File: src/rtl/can_transport_segmenter_unit_defines.svh
// Assertion macros used by the top level of the CAN transport segmenter.
`ifndef CAN_TRANSPORT_SEGMENTER_UNIT_DEFINES_SVH
`define CAN_TRANSPORT_SEGMENTER_UNIT_DEFINES_SVH

// Antecedent in a cycle implies the consequent in the same cycle.
`define CTSU_ASSERT_NOW(label, clk, rst, ante, cons) \
  label: assert property (@(posedge clk) disable iff (rst) (ante) |-> (cons)) \
    else $error("ctsu: same-cycle check failed");

// Antecedent in a cycle implies the consequent in the next cycle.
`define CTSU_ASSERT_NEXT(label, clk, rst, ante, cons) \
  label: assert property (@(posedge clk) disable iff (rst) (ante) |=> (cons)) \
    else $error("ctsu: next-cycle check failed");

`endif

File: src/rtl/ctsu_pkg.sv
// Shared constants and types of the CAN transport segmenter.
package ctsu_pkg;

  // Field widths.
  localparam int ID_W   = 29;
  localparam int LEN_W  = 4;
  localparam int SEQ_W  = 4;
  localparam int FILL_W = 3;

  // Payload bytes per frame behind the header byte.
  localparam int GROUP_LEN = 7;

  // Frame header bytes.
  localparam logic [7:0] FF_HEAD = 8'h10;
  localparam logic [7:0] CF_HEAD = 8'h20;

  // Default depth of the frame queue between front and back.
  localparam int QUEUE_DEPTH = 2;

  // One frame as classified by the front end, before header and masking.
  typedef struct packed {
    logic                          first;
    logic [SEQ_W-1:0]              seq;
    logic [FILL_W-1:0]             count;
    logic                          final_f;
    logic [GROUP_LEN-1:0][7:0]     bytes;
  } frame_desc_t;

  // Queue status seen by the front end and the back end.
  typedef struct packed {
    logic full;
    logic empty;
  } queue_stat_t;

endpackage

File: src/rtl/ctsu_if.sv
// Handshake interfaces for the input words and the output frames.
interface ctsu_in_if;
  logic       valid;
  logic       ready;
  logic       mode;
  logic [7:0] msg_byte;
  logic       last_byte;

  modport source (output valid, mode, msg_byte, last_byte, input ready);
  modport sink (input valid, mode, msg_byte, last_byte, output ready);
endinterface

interface ctsu_out_if;
  logic                        valid;
  logic                        ready;
  logic [ctsu_pkg::ID_W-1:0]   frame_id;
  logic [ctsu_pkg::LEN_W-1:0]  frame_len;
  logic [7:0]                  byte_0;
  logic [7:0]                  byte_1;
  logic [7:0]                  byte_2;
  logic [7:0]                  byte_3;
  logic [7:0]                  byte_4;
  logic [7:0]                  byte_5;
  logic [7:0]                  byte_6;
  logic [7:0]                  byte_7;
  logic                        final_frame;

  modport source (output valid, frame_id, frame_len, byte_0, byte_1, byte_2, byte_3,
                  byte_4, byte_5, byte_6, byte_7, final_frame, input ready);
  modport sink (input valid, frame_id, frame_len, byte_0, byte_1, byte_2, byte_3,
                byte_4, byte_5, byte_6, byte_7, final_frame, output ready);
endinterface

File: src/rtl/ctsu_front.sv
// Front end: accepts message words, tracks prefix and group counts, builds frames.
module ctsu_front (
  input  logic                   clk,
  input  logic                   rst,
  ctsu_in_if.sink                ingress,
  input  ctsu_pkg::queue_stat_t  qstat,
  output logic                   push,
  output ctsu_pkg::frame_desc_t  desc
);

  logic [7:0]                     store [ctsu_pkg::GROUP_LEN];
  logic [ctsu_pkg::FILL_W-1:0]    skip_count;
  logic [ctsu_pkg::FILL_W-1:0]    group_fill;
  logic [ctsu_pkg::SEQ_W-1:0]     sequence_number;
  logic                           first_sent;

  logic                           accept;
  logic                           in_prefix;
  logic                           store_we;
  logic                           emit_ff;
  logic                           emit_cf;
  logic [ctsu_pkg::FILL_W-1:0]    wr_idx;

  localparam logic [ctsu_pkg::FILL_W-1:0] LAST_SLOT = ctsu_pkg::FILL_W'(ctsu_pkg::GROUP_LEN - 1);
  localparam logic [ctsu_pkg::FILL_W-1:0] PREFIX_DONE = ctsu_pkg::FILL_W'(ctsu_pkg::GROUP_LEN);

  // A word is taken whenever the frame queue has room.
  assign ingress.ready = !qstat.full;
  assign accept        = ingress.valid && ingress.ready;

  // Classify the word against the message position.
  assign in_prefix = (skip_count != PREFIX_DONE);
  assign wr_idx    = in_prefix ? skip_count : group_fill;
  assign store_we  = accept && (in_prefix || !ingress.mode);
  assign emit_ff   = in_prefix && ingress.mode && !first_sent &&
                     ((skip_count == LAST_SLOT) || ingress.last_byte);
  assign emit_cf   = !in_prefix && !ingress.mode &&
                     ((group_fill == LAST_SLOT) || ingress.last_byte);
  assign push      = accept && (emit_ff || emit_cf);

  // Frame descriptor: stored bytes with the current word merged in.
  always_comb begin
    desc.first   = in_prefix;
    desc.seq     = sequence_number;
    desc.count   = wr_idx + 1'b1;
    desc.final_f = ingress.last_byte;
    for (int k = 0; k < ctsu_pkg::GROUP_LEN; k++) begin
      desc.bytes[k] = (wr_idx == ctsu_pkg::FILL_W'(k)) ? ingress.msg_byte : store[k];
    end
  end

  // Payload store, no reset needed.
  always_ff @(posedge clk) begin
    if (store_we) begin
      store[wr_idx] <= ingress.msg_byte;
    end
  end

  // Message position counters.
  always_ff @(posedge clk) begin
    if (rst) begin
      skip_count      <= '0;
      group_fill      <= '0;
      sequence_number <= ctsu_pkg::SEQ_W'(1);
      first_sent      <= 1'b0;
    end else if (accept) begin
      if (ingress.last_byte) begin
        skip_count      <= '0;
        group_fill      <= '0;
        sequence_number <= ctsu_pkg::SEQ_W'(1);
        first_sent      <= 1'b0;
      end else if (in_prefix) begin
        skip_count <= skip_count + 1'b1;
        if (emit_ff) begin
          first_sent <= 1'b1;
        end
      end else if (!ingress.mode) begin
        if (emit_cf) begin
          group_fill      <= '0;
          sequence_number <= sequence_number + 1'b1;
        end else begin
          group_fill <= group_fill + 1'b1;
        end
      end
    end
  end

endmodule

File: src/rtl/ctsu_queue.sv
// Short frame queue that decouples the front end from the output stage.
module ctsu_queue #(
  parameter int DEPTH = ctsu_pkg::QUEUE_DEPTH
) (
  input  logic                   clk,
  input  logic                   rst,
  input  logic                   push,
  input  ctsu_pkg::frame_desc_t  push_desc,
  input  logic                   pop,
  output ctsu_pkg::frame_desc_t  head,
  output ctsu_pkg::queue_stat_t  qstat
);

  localparam int PTR_W = (DEPTH > 1) ? $clog2(DEPTH) : 1;
  localparam int CNT_W = $clog2(DEPTH + 1);
  localparam logic [PTR_W-1:0] PTR_LAST = PTR_W'(DEPTH - 1);
  localparam logic [CNT_W-1:0] CNT_FULL = CNT_W'(DEPTH);

  ctsu_pkg::frame_desc_t  entries [DEPTH];
  logic [PTR_W-1:0]       wr_ptr;
  logic [PTR_W-1:0]       rd_ptr;
  logic [CNT_W-1:0]       count;

  assign head        = entries[rd_ptr];
  assign qstat.full  = (count == CNT_FULL);
  assign qstat.empty = (count == '0);

  // Entry storage.
  always_ff @(posedge clk) begin
    if (push) begin
      entries[wr_ptr] <= push_desc;
    end
  end

  // Pointers and fill count.
  always_ff @(posedge clk) begin
    if (rst) begin
      wr_ptr <= '0;
      rd_ptr <= '0;
      count  <= '0;
    end else begin
      if (push) begin
        wr_ptr <= (wr_ptr == PTR_LAST) ? '0 : wr_ptr + 1'b1;
      end
      if (pop) begin
        rd_ptr <= (rd_ptr == PTR_LAST) ? '0 : rd_ptr + 1'b1;
      end
      if (push && !pop) begin
        count <= count + 1'b1;
      end else if (pop && !push) begin
        count <= count - 1'b1;
      end
    end
  end

endmodule

File: src/rtl/ctsu_back.sv
// Back end: forms header, length and zero fill, and holds the output register.
module ctsu_back (
  input  logic                        clk,
  input  logic                        rst,
  input  logic [ctsu_pkg::ID_W-1:0]   frame_id_reg,
  input  ctsu_pkg::frame_desc_t       head,
  input  ctsu_pkg::queue_stat_t       qstat,
  output logic                        pop,
  ctsu_out_if.source                  egress
);

  logic                       out_valid;
  logic [7:0]                 head_byte;
  logic [ctsu_pkg::GROUP_LEN-1:0][7:0] masked;

  // Load a new frame when the register is empty or being drained.
  assign pop          = !qstat.empty && (!out_valid || egress.ready);
  assign egress.valid = out_valid;

  // Header byte and payload with bytes past the length forced to zero.
  always_comb begin
    head_byte = head.first ? ctsu_pkg::FF_HEAD
                           : (ctsu_pkg::CF_HEAD | {4'h0, head.seq});
    for (int k = 0; k < ctsu_pkg::GROUP_LEN; k++) begin
      masked[k] = (ctsu_pkg::FILL_W'(k) < head.count) ? head.bytes[k] : 8'h00;
    end
  end

  // Output valid flag.
  always_ff @(posedge clk) begin
    if (rst) begin
      out_valid <= 1'b0;
    end else if (pop) begin
      out_valid <= 1'b1;
    end else if (egress.ready) begin
      out_valid <= 1'b0;
    end
  end

  // Output payload register.
  always_ff @(posedge clk) begin
    if (pop) begin
      egress.frame_id    <= frame_id_reg;
      egress.frame_len   <= {1'b0, head.count} + 1'b1;
      egress.byte_0      <= head_byte;
      egress.byte_1      <= masked[0];
      egress.byte_2      <= masked[1];
      egress.byte_3      <= masked[2];
      egress.byte_4      <= masked[3];
      egress.byte_5      <= masked[4];
      egress.byte_6      <= masked[5];
      egress.byte_7      <= masked[6];
      egress.final_frame <= head.final_f;
    end
  end

endmodule

File: src/rtl/can_transport_segmenter_unit.sv
// Top level of the CAN transport segmenter.
// The block takes one message word per clock cycle on ingress and sends 8-byte
// CAN frames on egress: a first frame (header 0x10) in first-frame mode, or
// consecutive frames (header 0x20 plus a 4-bit sequence number starting at 1)
// in consecutive mode, with the identifier from the frame id register on each.
// The frame that an accepted word completes enters the frame queue, and moves
// into the output register once that register is empty or being drained.
// Ingress stalls only while the frame queue is full, which happens when egress
// is held back; with egress ready the rate is one word every cycle.
`include "can_transport_segmenter_unit_defines.svh"

module can_transport_segmenter_unit #(
  parameter int QUEUE_DEPTH = ctsu_pkg::QUEUE_DEPTH
) (
  input  logic                       clk,
  input  logic                       rst,
  input  logic                       cfg_we,
  input  logic [ctsu_pkg::ID_W-1:0]  cfg_data,
  ctsu_in_if.sink                    ingress,
  ctsu_out_if.source                 egress
);

  logic [ctsu_pkg::ID_W-1:0]  frame_id_reg;
  logic                       push;
  logic                       pop;
  ctsu_pkg::frame_desc_t      push_desc;
  ctsu_pkg::frame_desc_t      head;
  ctsu_pkg::queue_stat_t      qstat;

  // Frame identifier register.
  always_ff @(posedge clk) begin
    if (rst) begin
      frame_id_reg <= '0;
    end else if (cfg_we) begin
      frame_id_reg <= cfg_data;
    end
  end

  ctsu_front u_front (
    .clk     (clk),
    .rst     (rst),
    .ingress (ingress),
    .qstat   (qstat),
    .push    (push),
    .desc    (push_desc)
  );

  ctsu_queue #(
    .DEPTH (QUEUE_DEPTH)
  ) u_queue (
    .clk       (clk),
    .rst       (rst),
    .push      (push),
    .push_desc (push_desc),
    .pop       (pop),
    .head      (head),
    .qstat     (qstat)
  );

  ctsu_back u_back (
    .clk          (clk),
    .rst          (rst),
    .frame_id_reg (frame_id_reg),
    .head         (head),
    .qstat        (qstat),
    .pop          (pop),
    .egress       (egress)
  );

  // A full queue must hold off the input side.
  `CTSU_ASSERT_NOW(a_full_blocks_input, clk, rst, qstat.full, !ingress.ready)
  // A frame pushed into the queue is visible in the queue or on egress next cycle.
  `CTSU_ASSERT_NEXT(a_push_visible, clk, rst, push, !qstat.empty || egress.valid)
  // Every frame on egress carries between one and eight bytes.
  `CTSU_ASSERT_NOW(a_len_range, clk, rst, egress.valid,
                   egress.frame_len != 4'd0 && egress.frame_len <= 4'd8)

endmodule

File: src/flat_wrapper.sv
// flat-port wrapper written by rule: the top's interface ports become plain ports
module can_transport_segmenter_unit_flat 
#(
  parameter int QUEUE_DEPTH = ctsu_pkg::QUEUE_DEPTH
)
  (clk, rst, cfg_we, cfg_data, ingress_valid, ingress_mode, ingress_msg_byte, ingress_last_byte, ingress_ready, egress_valid, egress_frame_id, egress_frame_len, egress_byte_0, egress_byte_1, egress_byte_2, egress_byte_3, egress_byte_4, egress_byte_5, egress_byte_6, egress_byte_7, egress_final_frame, egress_ready);
  ctsu_in_if ingress_i ();
  ctsu_out_if egress_i ();
  input  logic clk;
  input  logic rst;
  input  logic cfg_we;
  input  logic [ctsu_pkg::ID_W-1:0] cfg_data;
  input wire logic [$bits(ingress_i.valid)-1:0] ingress_valid;
  input wire logic [$bits(ingress_i.mode)-1:0] ingress_mode;
  input wire logic [$bits(ingress_i.msg_byte)-1:0] ingress_msg_byte;
  input wire logic [$bits(ingress_i.last_byte)-1:0] ingress_last_byte;
  output wire logic [$bits(ingress_i.ready)-1:0] ingress_ready;
  output wire logic [$bits(egress_i.valid)-1:0] egress_valid;
  output wire logic [$bits(egress_i.frame_id)-1:0] egress_frame_id;
  output wire logic [$bits(egress_i.frame_len)-1:0] egress_frame_len;
  output wire logic [$bits(egress_i.byte_0)-1:0] egress_byte_0;
  output wire logic [$bits(egress_i.byte_1)-1:0] egress_byte_1;
  output wire logic [$bits(egress_i.byte_2)-1:0] egress_byte_2;
  output wire logic [$bits(egress_i.byte_3)-1:0] egress_byte_3;
  output wire logic [$bits(egress_i.byte_4)-1:0] egress_byte_4;
  output wire logic [$bits(egress_i.byte_5)-1:0] egress_byte_5;
  output wire logic [$bits(egress_i.byte_6)-1:0] egress_byte_6;
  output wire logic [$bits(egress_i.byte_7)-1:0] egress_byte_7;
  output wire logic [$bits(egress_i.final_frame)-1:0] egress_final_frame;
  input wire logic [$bits(egress_i.ready)-1:0] egress_ready;
  assign ingress_i.valid = ingress_valid;
  assign ingress_i.mode = ingress_mode;
  assign ingress_i.msg_byte = ingress_msg_byte;
  assign ingress_i.last_byte = ingress_last_byte;
  assign ingress_ready = ingress_i.ready;
  assign egress_valid = egress_i.valid;
  assign egress_frame_id = egress_i.frame_id;
  assign egress_frame_len = egress_i.frame_len;
  assign egress_byte_0 = egress_i.byte_0;
  assign egress_byte_1 = egress_i.byte_1;
  assign egress_byte_2 = egress_i.byte_2;
  assign egress_byte_3 = egress_i.byte_3;
  assign egress_byte_4 = egress_i.byte_4;
  assign egress_byte_5 = egress_i.byte_5;
  assign egress_byte_6 = egress_i.byte_6;
  assign egress_byte_7 = egress_i.byte_7;
  assign egress_final_frame = egress_i.final_frame;
  assign egress_i.ready = egress_ready;
  can_transport_segmenter_unit #(.QUEUE_DEPTH(QUEUE_DEPTH)) u_core (.clk(clk), .rst(rst), .cfg_we(cfg_we), .cfg_data(cfg_data), .ingress(ingress_i), .egress(egress_i));
endmodule
File: config.mk
export PLATFORM = sky130hd
export DESIGN_NAME = can_transport_segmenter_unit_flat
export DESIGN_NICKNAME = d
export VERILOG_FILES = /design/src/rtl/ctsu_pkg.sv /design/src/rtl/ctsu_if.sv /design/src/rtl/ctsu_front.sv /design/src/rtl/ctsu_queue.sv /design/src/rtl/ctsu_back.sv /design/src/rtl/can_transport_segmenter_unit.sv /design/src/flat_wrapper.sv
export VERILOG_INCLUDE_DIRS = /design/src /design/src/rtl
export SDC_FILE = /design/constraint.sdc
export NUM_CORES = 1
export LEC_CHECK = 0
export ABC_CLOCK_PERIOD_IN_PS = 18250
export BUFFER_PORTS_ARGS = -buffer_cell sky130_fd_sc_hd__clkbuf_2
export CORE_MARGIN = 2
export CORE_UTILIZATION = 50
export CTS_BUF_LIST = sky130_fd_sc_hd__clkbuf_8
export DETAILED_ROUTE_END_ITERATION = 8
export MAX_ROUTING_LAYER = met4
export PLACE_DENSITY = 0.7
export SLEW_MARGIN = 20
export SYNTH_ARGS = -nofsm -noshare
export SYNTH_HDL_FRONTEND = slang
export SYNTH_SLANG_ARGS = --single-unit
File: constraint.sdc
create_clock -name clk -period 18.25 [get_ports clk]
set_clock_uncertainty 0.2 [all_clocks]
set_input_delay 1.825 -clock clk [delete_from_list [all_inputs] [get_ports clk]]
set_output_delay 1.825 -clock clk [all_outputs]
set_load 0.01 [all_outputs]
==> flow_summary_export.csv <==
group,metric,value,unit
outcome,status,"complete, no violations",
clock_tree,clk_latency,570,ps
pwr,p_clk_frac,0.272,
logic_synthesis,synth_commonest_cells,"edfxtp_1 (282), nor2_1 (104), mux2i_1 (91)",
logic_synthesis,synth-edff-count,282,
global_route,grt_max_degree,76,
routing,via_count,6317,
routing,post_drt_wl_per_cell,17.2,um
clock_tree,cts_buffer_depth,3,
cells_and_area,top_regs,"u_core.u_queue.entries: 130 flops, u_core.u_front.store: 56 flops",
worst_hold_path,holdPathStages,0,
sta,maxSlewViolCount,0,
global_route,overflow,0,
cells_and_area,largest_reg_flops,130,
clock_tree,post-cts-setup-buffer-count,0,
worst_hold_path,holdPathEnd,"u_core.u_back.egress.frame_id[18]",
pwr,internal_power,1.36,mW
floorplanning,fp.coreArea,0.0242,mm^2
global_route,grt_first_pass_wirelength,34400,um
logic_synthesis,synthFlopType,"edfxtp_1",
setup_path,cp-end-kind,"flip-flop",
setup_path,path_max_fanout,65,
clock_tree,root_buffer,"clkbuf_8",
pwr,seq_power_share,0.538,
sta,layout_min_cycle_time,3550,ps
cells_and_area,fin_nets,953,
global_route,met2_usage,0.287,
cells_and_area,stdcell_area,0.0142,mm^2
cells_and_area,diodes,0,
floorplanning,rows,57,
clock_tree,path_clk_slew,60,ps
setup_path,r2r_slack,15070,ps
placement,gp_congestion,0.798,
logic_synthesis,ys_top_cells_by_area,"edfxtp_1 (69%), dfxtp_1 (7.5%), mux2i_1 (7.4%), mux2_2 (4.8%), nor2_1 (3.2%)",
setup_path,required,18220,ps
floorplanning,die_w,161,um
routing,drt_iter0_drc,381,
placement,preCtsSetupSlack,14110,ps
logic_synthesis,yosysMostFrequentCell,"edfxtp_1",
pwr,p_sw_frac,0.281,
global_route,met1_usage,0.222,
logic_synthesis,ys_seq_elements,328,
logic_synthesis,synthDominantCellAreaShare,0.689,
clock_tree,cts_resized,0,
floorplanning,die-area,0.0259,mm^2
logic_synthesis,async_flop_share,0,
clock_tree,clock-sinks,328,
setup_path,worst_setup_path_start_kind,"primary input",
cells_and_area,fillers,1911,
sta,fmax,281,MHz
setup_path,slowest_stage,"buf_4",
setup_path,critPathMaxStageDelay,670,ps
sta,setup_slack,14700,ps
logic_synthesis,synth_area_per_cell,17.1,um^2
clock_tree,hold_buffers,0,
logic_synthesis,synthCells,720,
routing,drt-pass1-iter-count,5,
setup_path,r2r_end,"u_core.u_queue.entries[0][47]",
global_route,grt.total_usage,0.177,
setup_path,path_delay_family,"buffers and inverters",
clock_tree,cts_tree,"yes",
setup_path,critical_path.cell_chain,"clkbuf_2 > a21o_1 > a22oi_1 > nor2_1 > and2_2 > buf_4",
routing,via_per_inst,5.01,
flow_run,cap_violations,0,
setup_path,worstSetupPathType,"in -> reg",
placement,io_buffers,141,
clock_tree,htreeDepth,2,
pwr,pwr_density_cell,134,mW/mm^2
setup_path,ff2ff_path_depth,8,
logic_synthesis,netlist_area,0.0123,mm^2
setup_path,critPathArrivalTime,3520,ps
worst_hold_path,hp-class,"reg -> reg",
logic_synthesis,synth_area_leader_cell,"edfxtp_1",
clock_tree,cts_buffers,49,
pwr,combPwrFrac,0.190,
global_route,met3_usage,0.0395,
cells_and_area,drive_above_1_share,0.288,
placement,place_hpwl,13000,um
pwr,cellLeakagePower,5.32,nW
floorplanning,dieHeight,161,um
floorplanning,io_pins,144,
cells_and_area,final_util,0.586,
sta,tightest_slew,1050,ps
sta,relSlewSlack,0.301,
pwr,power.switching,0.534,mW
sta,setup_viol,0,
sta,rsz0062_at_grt,"false",
setup_path,critical_path_buf_inv_count,2,
global_route,busiest_layer,"met2",
routing,drc,0,
logic_synthesis,yosysWarningCount,0,
logic_synthesis,yosysSeqAreaShare,0.764,
worst_hold_path,hold_start,"u_core.frame_id_reg[18]",
placement,placed_area,0.0133,mm^2
pwr,total_power,1.90,mW
global_route,grt_pass1_vias,6528,
cells_and_area,top_register,"u_core.u_queue.entries",
floorplanning,initial_core_util,0.507,
pwr,peakVddDrop,0.0000690,V
routing,antenna_left,0,
cells_and_area,syn2layout_area_growth,15.6,%
sta,finalHoldViolations,0,
sta,tns,0,ps
logic_synthesis,ys_types,47,
global_route,antenna_found_initial,1,
routing,finalWirelength,21700,um
setup_path,r2r-start,"u_core.u_front.skip_count[0]",
sta,fin_crit_sh,0.195,
[through the flow]
stage	instances	hold slack, ps
after floorplan	721	208
after global placement	1168	210
after detailed placement	1168	213
after CTS	1260	216
after global routing	1260	226
final	1260	221
[how the worst max path moves through the flow]
stage	from	cells after the start	to	slack [ps]
detailed placement	ingress_last_byte	6	u_core.u_queue.entries[1][0]	14110
finish	ingress_last_byte	6	u_core.u_queue.entries[1][39]	14700
global placement	ingress_last_byte	6	u_core.u_queue.entries[1][2]	14130
global route	ingress_last_byte	6	u_core.u_queue.entries[1][39]	14550
floorplan	ingress_last_byte	4	u_core.u_queue.entries[0][0]	10840
CTS	ingress_last_byte	6	u_core.u_queue.entries[1][49]	14700
[power groups by stage]
stage	combinational (mW)	clock [mW]	sequential, mW
finish	0.361	0.516	1.02
global route	0.397	0.562	1.03
CTS	0.373	0.535	1.02
detailed placement	0.371	0	1.04
global placement	0.363	0	1.04
floorplan	0.163	0	1.09
[cells in the final DEF (no fill, tap or decap), drive strengths merged, types with 2 or more instances in the layout]
master	instances
edfxtp	282
dfxtp	46
or3	5
inv	39
nor3b	2
nor2b	3
xor2	2
mux2	60
nand4	2
nand3	3
nand2	18
mux2i	92
o21ai	5
nor2	104
conb	2
a21oi	13
and2	4
ha	14
clkinv	12
a21o	4
clkinvlp	4
xnor2	2
nor3	3
o211ai	2
clkbuf	191
nand2b	3
buf	5
[kinds of logic after synthesis]
logic type,Yosys count,synth area share
multiplexers,152,0.130
AO/OA/AOI/OAI,33,0.0209
other,1,0.000305
XOR/XNOR,4,0.00285
flip-flops,328,0.764
buffers and inverters,36,0.0139
AND/OR/NAND/NOR,152,0.0539
adder cells (fa/ha/maj),14,0.0142
[metal layers]
layer / vias to the layer above / part of all wire
met5: - / 0
met4: 0 / 0.017
met3: 29 / 0.063
met2: 168 / 0.49
met1: 3060 / 0.43
li1: 3060 / -
[final cells by class]
type	count	area, um^2	area share
clock buffers	50	688	0.0484
clock inverters	42	183	0.0129
inverters	13	51.3	0.00361
multi-input cells	357	2750	0.193
flip-flops and latches	328	9390	0.661
well taps	324	405	0.0285
repair buffers	146	743	0.0523
Note: power is estimated with default switching activity, not from simulation.
